--- src/rtl/esu_pkg.sv ---
// Package for the engine speed Euler step unit: widths, payload types,
// register codes and the saturating fixed-point helpers.
// No dependencies.
`default_nettype none

package esu_pkg;

  localparam int WORD_BITS  = 32;
  localparam int FRAC_BITS  = 16;
  localparam int SPD_BITS   = 31;
  localparam int PROD_BITS  = WORD_BITS + SPD_BITS;
  localparam int SHR_BITS   = PROD_BITS - FRAC_BITS;
  localparam int QUO_BITS   = 32;
  localparam int DIV_STEPS  = 4;
  localparam int DIV_STAGES = QUO_BITS / DIV_STEPS;
  localparam int APB_AW     = 4;
  localparam int APB_DW     = 32;

  typedef logic signed [WORD_BITS-1:0] word_t;
  typedef logic [WORD_BITS-1:0]        wmag_t;
  typedef logic [SPD_BITS-1:0]         spd_t;
  typedef logic [PROD_BITS-1:0]        prod_t;

  localparam word_t W_MAX       = {1'b0, {(WORD_BITS-1){1'b1}}};
  localparam word_t W_MIN       = {1'b1, {(WORD_BITS-1){1'b0}}};
  localparam wmag_t MAG_LIM_POS = {1'b0, {(WORD_BITS-1){1'b1}}};
  localparam wmag_t MAG_LIM_NEG = {1'b1, {(WORD_BITS-1){1'b0}}};
  localparam spd_t  OUT_MAX     = '1;

  typedef enum logic [1:0] {
    REG_FR_CONST,
    REG_FR_LIN,
    REG_FR_QUAD,
    REG_INERTIA
  } reg_idx_e;

  typedef struct packed {
    word_t friction_constant;
    word_t friction_linear;
    word_t friction_quadratic;
    spd_t  crank_inertia;
  } cfg_t;

  typedef struct packed {
    spd_t  current_speed;
    word_t combustion_torque;
    word_t load_torque;
    spd_t  time_step;
  } in_item_t;

  typedef struct packed {
    spd_t new_speed;
    logic saturated;
  } out_item_t;

  // Net torque as sign and magnitude, with what the divider side still needs.
  typedef struct packed {
    spd_t  speed;
    spd_t  dt;
    logic  hold;
    logic  neg;
    wmag_t mag;
  } net_item_t;

  function automatic wmag_t word_mag(input word_t a);
    wmag_t m;
    m = a;
    return a[WORD_BITS-1] ? (~m + 1'b1) : m;
  endfunction

  // Limit a magnitude to what a signed word of the given sign can hold.
  function automatic wmag_t mag_clip(input logic [SHR_BITS-1:0] m, input logic neg);
    logic [SHR_BITS-1:0] lim;
    lim = neg ? SHR_BITS'(MAG_LIM_NEG) : SHR_BITS'(MAG_LIM_POS);
    return (m > lim) ? lim[WORD_BITS-1:0] : m[WORD_BITS-1:0];
  endfunction

  function automatic word_t word_from_mag(input wmag_t m, input logic neg);
    wmag_t r;
    r = neg ? (~m + 1'b1) : m;
    return word_t'(r);
  endfunction

  function automatic word_t sat_add(input word_t a, input word_t b);
    logic [WORD_BITS:0] s;
    s = {a[WORD_BITS-1], a} + {b[WORD_BITS-1], b};
    if (s[WORD_BITS] != s[WORD_BITS-1]) begin
      return s[WORD_BITS] ? W_MIN : W_MAX;
    end
    return word_t'(s[WORD_BITS-1:0]);
  endfunction

  function automatic word_t sat_sub(input word_t a, input word_t b);
    logic [WORD_BITS:0] s;
    s = {a[WORD_BITS-1], a} - {b[WORD_BITS-1], b};
    if (s[WORD_BITS] != s[WORD_BITS-1]) begin
      return s[WORD_BITS] ? W_MIN : W_MAX;
    end
    return word_t'(s[WORD_BITS-1:0]);
  endfunction

endpackage

`default_nettype wire

--- src/rtl/esu_apb_regs.sv ---
// APB register bank holding the friction coefficients and crank inertia.
// Depends on esu_pkg.
`default_nettype none

module esu_apb_regs (
  input  logic                       clk_i,
  input  logic                       rst_ni,
  input  logic                       psel,
  input  logic                       penable,
  input  logic                       pwrite,
  input  logic [esu_pkg::APB_AW-1:0] paddr,
  input  logic [esu_pkg::APB_DW-1:0] pwdata,
  output logic [esu_pkg::APB_DW-1:0] prdata,
  output logic                       pready,
  output esu_pkg::cfg_t              cfg_o
);
  import esu_pkg::*;

  cfg_t     cfg_q, cfg_d;
  reg_idx_e idx;
  logic     wr_en;

  assign pready = 1'b1;
  assign wr_en  = psel && penable && pwrite;
  assign idx    = reg_idx_e'(paddr[APB_AW-1:2]);

  always_comb begin
    cfg_d = cfg_q;
    if (wr_en) begin
      unique case (idx)
        REG_FR_CONST: cfg_d.friction_constant  = word_t'(pwdata);
        REG_FR_LIN:   cfg_d.friction_linear    = word_t'(pwdata);
        REG_FR_QUAD:  cfg_d.friction_quadratic = word_t'(pwdata);
        REG_INERTIA:  cfg_d.crank_inertia      = pwdata[SPD_BITS-1:0];
      endcase
    end
  end

  always_ff @(posedge clk_i or negedge rst_ni) begin
    if (!rst_ni) begin
      cfg_q.friction_constant  <= '0;
      cfg_q.friction_linear    <= '0;
      cfg_q.friction_quadratic <= '0;
      cfg_q.crank_inertia      <= spd_t'(1) << FRAC_BITS;
    end else begin
      cfg_q <= cfg_d;
    end
  end

  always_comb begin
    unique case (idx)
      REG_FR_CONST: prdata = cfg_q.friction_constant;
      REG_FR_LIN:   prdata = cfg_q.friction_linear;
      REG_FR_QUAD:  prdata = cfg_q.friction_quadratic;
      REG_INERTIA:  prdata = {1'b0, cfg_q.crank_inertia};
    endcase
  end

  assign cfg_o = cfg_q;

endmodule

`default_nettype wire

--- config.mk ---
export PLATFORM = sky130hd
export DESIGN_NAME = esu_apb_regs
export DESIGN_NICKNAME = d
export VERILOG_FILES = /design/src/rtl/esu_pkg.sv /design/src/rtl/esu_apb_regs.sv
export SDC_FILE = /design/constraint.sdc
export NUM_CORES = 1
export LEC_CHECK = 0
export BUFFER_PORTS_ARGS = -buffer_cell sky130_fd_sc_hd__clkbuf_2
export CORE_MARGIN = 2
export CORE_UTILIZATION = 45
export CTS_CLUSTER_SIZE = 25
export DETAILED_ROUTE_END_ITERATION = 6
export PLACE_DENSITY = 0.78
export SKIP_CTS_REPAIR_TIMING = 1
export SYNTH_ARGS = -nofsm -noshare
export SYNTH_HDL_FRONTEND = slang
export SYNTH_SLANG_ARGS = --single-unit
--- constraint.sdc ---
create_clock -name clk_i -period 0.9 [get_ports clk_i]
set_input_delay 0 -clock clk_i [delete_from_list [all_inputs] [get_ports clk_i]]
set_output_delay 0 -clock clk_i [all_outputs]
set_load 0.005 [all_outputs]
==> flow_metrics.tcl, run 1 <==
set metrics [dict create \
    run_status "complete, but fails checks" \
    violations "setup timing" \
    vias 4830 \
    synth_area_mm2 0.00562 \
    post-route-cell-area_mm2 0.0103 \
    hold_path.class "in2async" \
    num_rows 40 \
    avgSynthCellArea_um2 17.6 \
    largest_reg_flops 127 \
    dieHeight_um 116 \
    synth.most_common_cell "dfrtp_1" \
    die_w_um 116 \
    critPathCaptureType "primary output" \
    synth_warnings 0 \
    rr_endpoint "cfg_o[38]$_DFFE_PN0P_" \
    synth_flop_cell "dfrtp_1" \
    finalMaxSlewViolations 0 \
    viasPerCell 5.33 \
    crit_arrival_ns 1.54 \
    dpl_cell_area_mm2 0.00804 \
    io_pins 201 \
    slowest_stage "mux4_2" \
    timing.final.crit_period_ns 1.54 \
    die_area_mm2 0.0134 \
    ys_types 20 \
    async_reset_ff_frac 1.00 \
    tritoncts "done" \
    instances_no_fill 907 \
    cpPeakStageDelay_ns 0.52 \
    synth_edf_count 0 \
    grt_max_degree 46 \
    clkSlewWorstSetupHoldPaths_ns 0.06 \
    cp.required_ns 0.90 \
    crit_buf_inv 1 \
    drive_gt1_frac 0.774 \
    max_freq_mhz 651 \
    internal_power_uw 18500 \
    maxCapViolations 0 \
    cts_made_buffers 17 \
    clock_power_share 0.267 \
    synthToLayoutAreaGrowth_pct 84.1 \
    grt_pass1_vias 4708 \
    synth.area.top_cells "dfrtp_1 56%, mux2_2 19%, mux4_2 12%, mux2_4 8.0%, buf_2 1.2%" \
    netSwitchingPower_uw 7130 \
    setup_violations 215 \
    antenna_left 0 \
    htree_levels 4 \
    critPathTopFamily "multiplexers" \
    clock_sinks 127 \
    grt_antenna_before_repair 0 \
    grt_setup_unrepaired "yes" \
    finalWeightedCongestion 0.800 \
    netlist.area_leader.share 0.561 \
    post-route-util 0.854 \
    hold_ws_ns 0.0143 \
    finalHoldViolCount 0 \
    port_buffers 197 \
    start_util 0.464 \
    core_area_mm2 0.0121 \
    dp_slack_ns -0.441 \
    dp.cells 808 \
    seqPwrFrac 0.320 \
    yosysSeqAreaShare 0.566 \
    cts_root_buffer "clkbuf_16" \
    critPathLaunchType "register" \
    clk_latency_ns 0.41 \
    dr.pass1.iters 5 \
    crit_fanout 2 \
    layout_setup_ws_ns -0.637 \
    r2r_setup_slack_ns -0.17 \
    final_nets 767 \
    dr.first_iter.drc_count 312 \
    p_leak_uw 0.00514 \
    yosys-top-cells-count "126 x dfrtp_1, 93 x mux2_2, 31 x mux4_2, 30 x mux2_4, 13 x buf_2" \
    path_cells "mux4_2 -> clkbuf_2" \
    crit_type "reg2out" \
    post-dp-hpwl_mm 11.3 \
    netlist_instances 319 \
    synth-seq-cells 127 \
    ff2ff_path_depth 3 \
    wire_per_inst_um 24.0 \
    routed_wl_mm 21.8 \
    overflow 0 \
    fin_crit_sh 1.71 \
    power_density_mw_per_mm2 2470 \
    drc 0 \
    clockBufferDepth 2 \
    grtUsageTotal 0.247 \
    antenna_cells 0 \
    power.share.combinational 0.413 \
    clock_skew_ns 0 \
    peakVddDrop_v 0.00142 \
    synth_nets 360 \
    switching_share 0.278 \
    grt_pass1_wl_mm 24.8 \
    synth_top_cell_by_area "dfrtp_1" \
    reg2reg_from "cfg_o[38]$_DFFE_PN0P_" \
]
-- worst max path at each step --
stage                           startpoint               endpoint  slack, ns  depth (start not counted)
finish              cfg_o[103]$_DFFE_PN0P_              prdata[8]      -0.64                          2
global route        cfg_o[103]$_DFFE_PN0P_              prdata[8]      -0.65                          2
CTS                  cfg_o[13]$_DFFE_PN0P_             prdata[13]      -0.55                          2
detailed placement                paddr[2]  cfg_o[76]$_DFFE_PN0P_      -0.44                          5
global placement                  paddr[2]  cfg_o[74]$_DFFE_PN0P_      -0.43                          5
floorplan                         paddr[2]  cfg_o[64]$_DFFE_PN0P_      -0.30                          6
-- power groups by stage --
| stage | Sequential (µW) | Clock, µW | Combinational, µW |
|---|---|---|---|
| after floorplan | 8110 | 0 | 2410 |
| after global placement | 7740 | 0 | 7030 |
| after detailed placement | 7850 | 0 | 7250 |
| after CTS | 7810 | 6790 | 7330 |
| after global routing | 8270 | 7190 | 11000 |
| final | 8190 | 6850 | 10600 |
-- cells by family after synthesis --
group           synth area share
mux                        0.400
flops                      0.566
buf+inv                   0.0249
simple gates             0.00757
compound gates          0.000889
other cells             0.000667
-- cell usage in the layout (no fill, tap or decap) --
| master | instances |
|---|---|
| clkbuf_8 | 7 |
| nor2_4 | 1 |
| buf_6 | 227 |
| clkbuf_1 | 3 |
| nor3_4 | 1 |
| mux2_4 | 72 |
| o21ai_1 | 1 |
| clkbuf_2 | 120 |
| bufinv_16 | 1 |
| dfrtp_1 | 126 |
| nand3_2 | 1 |
| mux2i_1 | 1 |
| clkinv_2 | 4 |
| or2_2 | 1 |
| buf_16 | 1 |
| dlygate4sd3_1 | 33 |
| mux4_2 | 31 |
| mux2_2 | 55 |
| inv_2 | 1 |
| or3_4 | 1 |
| nand4_1 | 1 |
| buf_4 | 19 |
| conb_1 | 1 |
| nand3_1 | 1 |
| clkbuf_16 | 19 |
| dfstp_2 | 1 |
| buf_12 | 9 |
-- stage by stage --
stage | TNS, ns | power [µW]
floorplan | -25.00 | 10500
global placement | -52.42 | 14800
detailed placement | -56.06 | 15100
CTS | -35.21 | 21900
global route | -43.93 | 26500
finish | -39.05 | 25600
-- per-layer routing --
metal  up-vias  global-route usage  part of all wire
li1       2016                   -                 -
met5         -                   0                 0
met2       262               0.418              0.54
met4         0               0.121             0.038
met1      2489               0.299              0.36
met3        63              0.0591             0.064
-- area by class of cell --
type                    count  area (µm²)
repair buffers            411        3890
clock buffers              27         533
fillers                   552        1760
clock inverters             5        50.0
flip-flops and latches    127        3180
multi-input cells         168        2480
inverters                   1        3.75
well taps                 168         210
Power figures use the tool's default switching activity.
==> inputs of run 2 (changes only) <==
--- a/config.mk
+++ b/config.mk
@@ -6,8 +6,10 @@
 export NUM_CORES = 1
 export LEC_CHECK = 0
 export BUFFER_PORTS_ARGS = -buffer_cell sky130_fd_sc_hd__clkbuf_2
+export CORE_ASPECT_RATIO = 0.75
 export CORE_MARGIN = 2
 export CORE_UTILIZATION = 45
+export CTS_CLUSTER_DIAMETER = 120
 export CTS_CLUSTER_SIZE = 25
 export DETAILED_ROUTE_END_ITERATION = 6
 export PLACE_DENSITY = 0.78
==> flow_metrics.tcl, run 2 (same netlist as run 1, synthesis figures left out) <==
set metrics [dict create \
    max_freq_mhz 678 \
    final_cell_mix "229 x buf_6, 128 x clkbuf_2, 126 x dfrtp_1" \
    tritoncts "done" \
    power_density_mw_per_mm2 2520 \
    finalMaxSlewViolations 0 \
    antenna_left 0 \
    grt_pass1_wl_mm 25.3 \
    wire_per_inst_um 23.3 \
    cts_made_buffers 17 \
    run_status "complete, but fails checks" \
    routed_wl_mm 21.5 \
    crit_type "reg2out" \
    clk_latency_ns 0.41 \
    post-route-cell-area_mm2 0.0105 \
    critPathLaunchType "register" \
    peakVddDrop_v 0.00196 \
    fin_crit_sh 1.64 \
    cp.required_ns 0.90 \
    die_w_um 133 \
    nFillCells 544 \
    totalPowerFinal_uw 26600 \
    num_rows 35 \
    start_util 0.460 \
    multi_input_area_mm2 0.00250 \
    synthToLayoutAreaGrowth_pct 87.4 \
    grtUsageTotal 0.254 \
    crit_fanout 2 \
    overflow 0 \
    final_nets 784 \
    violations "setup timing" \
    timing.final.crit_period_ns 1.48 \
    antenna_cells 0 \
    finalWeightedCongestion 0.887 \
    grt_antenna_before_repair 0 \
    cts_root_buffer "clkbuf_16" \
    critPathCaptureType "primary output" \
    hold_path.class "in2async" \
    clockBufferDepth 2 \
    io_pins 201 \
    dieHeight_um 101 \
    port_buffers 197 \
    largest_reg_flops 127 \
    layout_commonest_cell "buf_6" \
    post-dp-hpwl_mm 11.9 \
    layout_setup_ws_ns -0.575 \
    p_leak_uw 0.00526 \
    seq_area_mm2 0.00318 \
    htree_levels 4 \
    drive_gt1_frac 0.782 \
    dr.pass1.iters 4 \
    die_area_mm2 0.0134 \
    finalHoldViolCount 0 \
    clkSlewWorstSetupHoldPaths_ns 0.06 \
    setup_violations 222 \
    clock_sinks 127 \
    clock_skew_ns 0 \
    drc 0 \
    grt_pass1_vias 4534 \
    dr.first_iter.drc_count 232 \
    dpl_cell_area_mm2 0.00802 \
    maxCapViolations 0 \
    vias 4856 \
    core_area_mm2 0.0122 \
    crit_arrival_ns 1.48 \
    grt_setup_unrepaired "yes" \
    viasPerCell 5.27 \
    grt_max_degree 33 \
]
==> run 2: cell count changes in the layout (fill, tap and decap cells not counted), moves of 2 or more <==
cell | before | now
buf_4 | 19 | 28
clkbuf_2 | 120 | 128
bufinv_16 | 1 | 5
clkbuf_8 | 7 | 4
mux2_2 | 55 | 52
mux2_4 | 72 | 75
buf_12 | 9 | 7
buf_6 | 227 | 229
clkbuf_1 | 3 | 1
==> run 2: critical path, cell delays in order, from the launching register on <==
cell and delay (ns):
dfrtp_1 0.41, mux4_2 0.52, clkbuf_2 0.14
==> run 2: area by class of cell <==
type                       instances  area share
clock buffer                      22      0.0460
clock inverter                    10      0.0172
inverter                           1    0.000356
multi-input combinational        168       0.238
sequential                       127       0.302
tap                              166      0.0197
timing repair buffer             428       0.377
==> run 2: path summary, 6_finish.rpt <==
| path | from | depth (start not counted) | slack [ns] | to |
|---|---|---|---|---|
| max | cfg_o[20]$_DFFE_PN0P_ | 2 | -0.58 | prdata[20] |
| min | rst_ni | 2 | 0.07 | cfg_o[118]$_DFFE_PN0P_ |
| max reg2reg | cfg_o[12]$_DFFE_PN0P_ | 3 | -0.13 | cfg_o[12]$_DFFE_PN0P_ |
| min reg2reg | cfg_o[62]$_DFFE_PN0P_ | 1 | 0.58 | cfg_o[62]$_DFFE_PN0P_ |
| max in group asynchronous | rst_ni | 3 | 0.31 | cfg_o[61]$_DFFE_PN0P_ |
| min in group clk_i | penable | 5 | 0.23 | cfg_o[126]$_DFFE_PN0P_ |
==> run 2: per-stage QoR <==
step | setup WS (ns) | instances | util | TNS [ns] | hold slack, ns
global route | -0.594 | 922 | 0.862 | -44.79 | 0.0875
finish | -0.575 | 922 | 0.862 | -39.29 | 0.0652
detailed placement | -0.455 | 811 | 0.656 | -58.13 | -0.0488
global placement | -0.420 | 811 | 0.656 | -54.94 | -0.0459
floorplan | -0.296 | 319 | - | -25.00 | -0.296
CTS | -0.579 | 843 | 0.711 | -34.95 | -0.479
==> run 2: metal layers <==
metal	part of all wire	GRT usage	wire [µm]	vias to the layer above
met5	0	0	0	-
met4	0.025	0.0761	541	0
met3	0.061	0.0568	1310	41
met2	0.53	0.435	11400	235
met1	0.38	0.327	8230	2535
li1	-	-	-	2045
==> run 2: power breakdown <==
group	internal, µW	switching, µW
logic	7160	3400
registers	7060	1110
clock network	5200	2610
==> inputs of run 3 (changes only) <==
--- a/config.mk
+++ b/config.mk
@@ -8,11 +8,11 @@
 export BUFFER_PORTS_ARGS = -buffer_cell sky130_fd_sc_hd__clkbuf_2
 export CORE_ASPECT_RATIO = 0.75
 export CORE_MARGIN = 2
-export CORE_UTILIZATION = 45
+export CORE_UTILIZATION = 54
 export CTS_CLUSTER_DIAMETER = 120
 export CTS_CLUSTER_SIZE = 25
 export DETAILED_ROUTE_END_ITERATION = 6
-export PLACE_DENSITY = 0.78
+export PLACE_DENSITY = 0.88
 export SKIP_CTS_REPAIR_TIMING = 1
 export SYNTH_ARGS = -nofsm -noshare
 export SYNTH_HDL_FRONTEND = slang
==> constraint.sdc (replaced) <==
create_clock -name clk_i -period 1.9 [get_ports clk_i]
set_input_delay 0 -clock clk_i [delete_from_list [all_inputs] [get_ports clk_i]]
set_output_delay 0 -clock clk_i [all_outputs]
set_load 0.005 [all_outputs]
==> flow_metrics.tcl, run 3 (same netlist as run 1, synthesis figures left out) <==
set metrics [dict create \
    post-dp-hpwl_mm 9.37 \
    power_density_mw_per_mm2 1220 \
    core_area_mm2 0.0102 \
    clk_latency_ns 0.40 \
    final_cell_mix "196 x clkbuf_2, 126 x dfrtp_1, 93 x mux2_2" \
    nFillCells 637 \
    htree_levels 4 \
    cts_made_buffers 17 \
    finalWeightedCongestion 0.765 \
    cpPeakStageDelay_ns 0.50 \
    grtUsageTotal 0.258 \
    critPathLaunchType "register" \
    drive_gt1_frac 0.701 \
    synthToLayoutAreaGrowth_pct 37.1 \
    maxCapViolations 0 \
    peakVddDrop_v 0.000858 \
    dr.first_iter.drc_count 187 \
    num_rows 32 \
    overflow 0 \
    crit_type "reg2out" \
    ff2ff_path_depth 1 \
    slew_headroom 0.642 \
    setup_tns_ns 0 \
    dieHeight_um 92.4 \
    die_w_um 122 \
    p_leak_uw 0.00381 \
    reg2reg_from "cfg_o[28]$_DFFE_PN0P_" \
    antenna_left 0 \
    post-route-util 0.755 \
    worst_pin_slew_ns 0.537 \
    vias 3863 \
    drc 0 \
    crit_cells 2 \
    antenna_cells 0 \
    critPathTopFamily "multiplexers" \
    run_status "finished clean" \
    slowest_stage "mux4_2" \
    grt_max_degree 53 \
    io_pins 201 \
    hold_path.class "in2async" \
    port_buffers 197 \
    clkSlewWorstSetupHoldPaths_ns 0.06 \
    finalHoldViolCount 0 \
    die_area_mm2 0.0113 \
    start_util 0.551 \
    max_freq_mhz 685 \
    cts_root_buffer "clkbuf_16" \
    clock_skew_ns 0 \
    routed_wl_mm 14.4 \
    final_nets 600 \
    largest_reg_flops 127 \
    hold_ws_ns 0.0982 \
    cp.required_ns 1.90 \
    grt_antenna_before_repair 0 \
    fin_crit_sh 0.768 \
    wire_per_inst_um 20.3 \
    tritoncts "done" \
    drt-met1-wl_mm 5.88 \
    layout_commonest_cell "clkbuf_2" \
    routed.top_layer "met4" \
    instances_no_fill 708 \
    path_cells "mux4_2 -> clkbuf_2" \
    viasPerCell 5.46 \
    clock_sinks 127 \
    dr.pass1.iters 4 \
    crit_fanout 3 \
    clockBufferDepth 2 \
    timing.final.crit_period_ns 1.46 \
    grt_setup_unrepaired "no" \
    grt_pass1_wl_mm 21.8 \
    setup_violations 0 \
    critPathCaptureType "primary output" \
    wl_met2_mm 7.34 \
    startpoint "cfg_o[28]$_DFFE_PN0P_" \
    finalMaxSlewViolations 0 \
    grt_pass1_vias 3958 \
    crit_buf_inv 1 \
    dp.cells 643 \
    route.met3.wl_mm 1.01 \
    crit_arrival_ns 1.46 \
]
run 3: cell count changes in the layout (fill, tap and decap cells not counted), moves of 2 or more:
cell / delta
mux2_1: +4
buf_4: -14
clkinv_4: +3
buf_12: -6
bufinv_16: -2
clkinvlp_4: +3
clkbuf_8: -4
mux2_2: +41
clkbuf_2: +68
buf_6: -229
mux2_4: -45
clkbuf_16: -3
run 3: cell type report:
class / count / area, µm² / area share
Sequential cell: 127 / 3180 / 0.413
Multi-Input combinational cell: 168 / 2320 / 0.301
Clock inverter: 14 / 170 / 0.0221
Clock buffer: 18 / 429 / 0.0557
Inverter: 1 / 3.75 / 0.000487
Tap cell: 136 / 170 / 0.0221
Timing Repair Buffer: 244 / 1440 / 0.186
run 3: per-stage QoR:
step / worst slack [ns] / area [µm²] / power [µW]
after floorplan: 0.682 / 5620 / 4870
after global placement: 0.483 / 6780 / 5970
after detailed placement: 0.458 / 6780 / 6100
after CTS: 0.456 / 7380 / 9380
after global routing: 0.421 / 7710 / 9830
final: 0.441 / 7710 / 9380
run 3: metal layers:
| metal | track usage | vias up |
|---|---|---|
| met5 | 0 | - |
| met3 | 0.0727 | 15 |
| met1 | 0.343 | 2011 |
| met4 | 0.0699 | 0 |
| li1 | - | 1674 |
| met2 | 0.422 | 163 |
run 3: path summary, 6_finish.rpt:
kind                                           to  slack [ns]
max in group asynchronous    cfg_o[9]$_DFFE_PN0P_        1.10
min in group clk_i         cfg_o[118]$_DFFE_PN0P_        0.29
min reg2reg                  cfg_o[7]$_DFFE_PN0P_        0.52
min                         cfg_o[83]$_DFFE_PN0P_         0.1
max reg2reg                 cfg_o[28]$_DFFE_PN0P_        1.07
max                                    prdata[28]        0.44
run 3: report_power, final:
part	switching (µW)	internal (µW)	total, µW	leakage, µW
Sequential	530	3350	3880	0.00156
Combinational	847	1410	2260	0.00198
Clock	1180	2060	3240	0.000282
Total	2560	6820	9380	0.00381
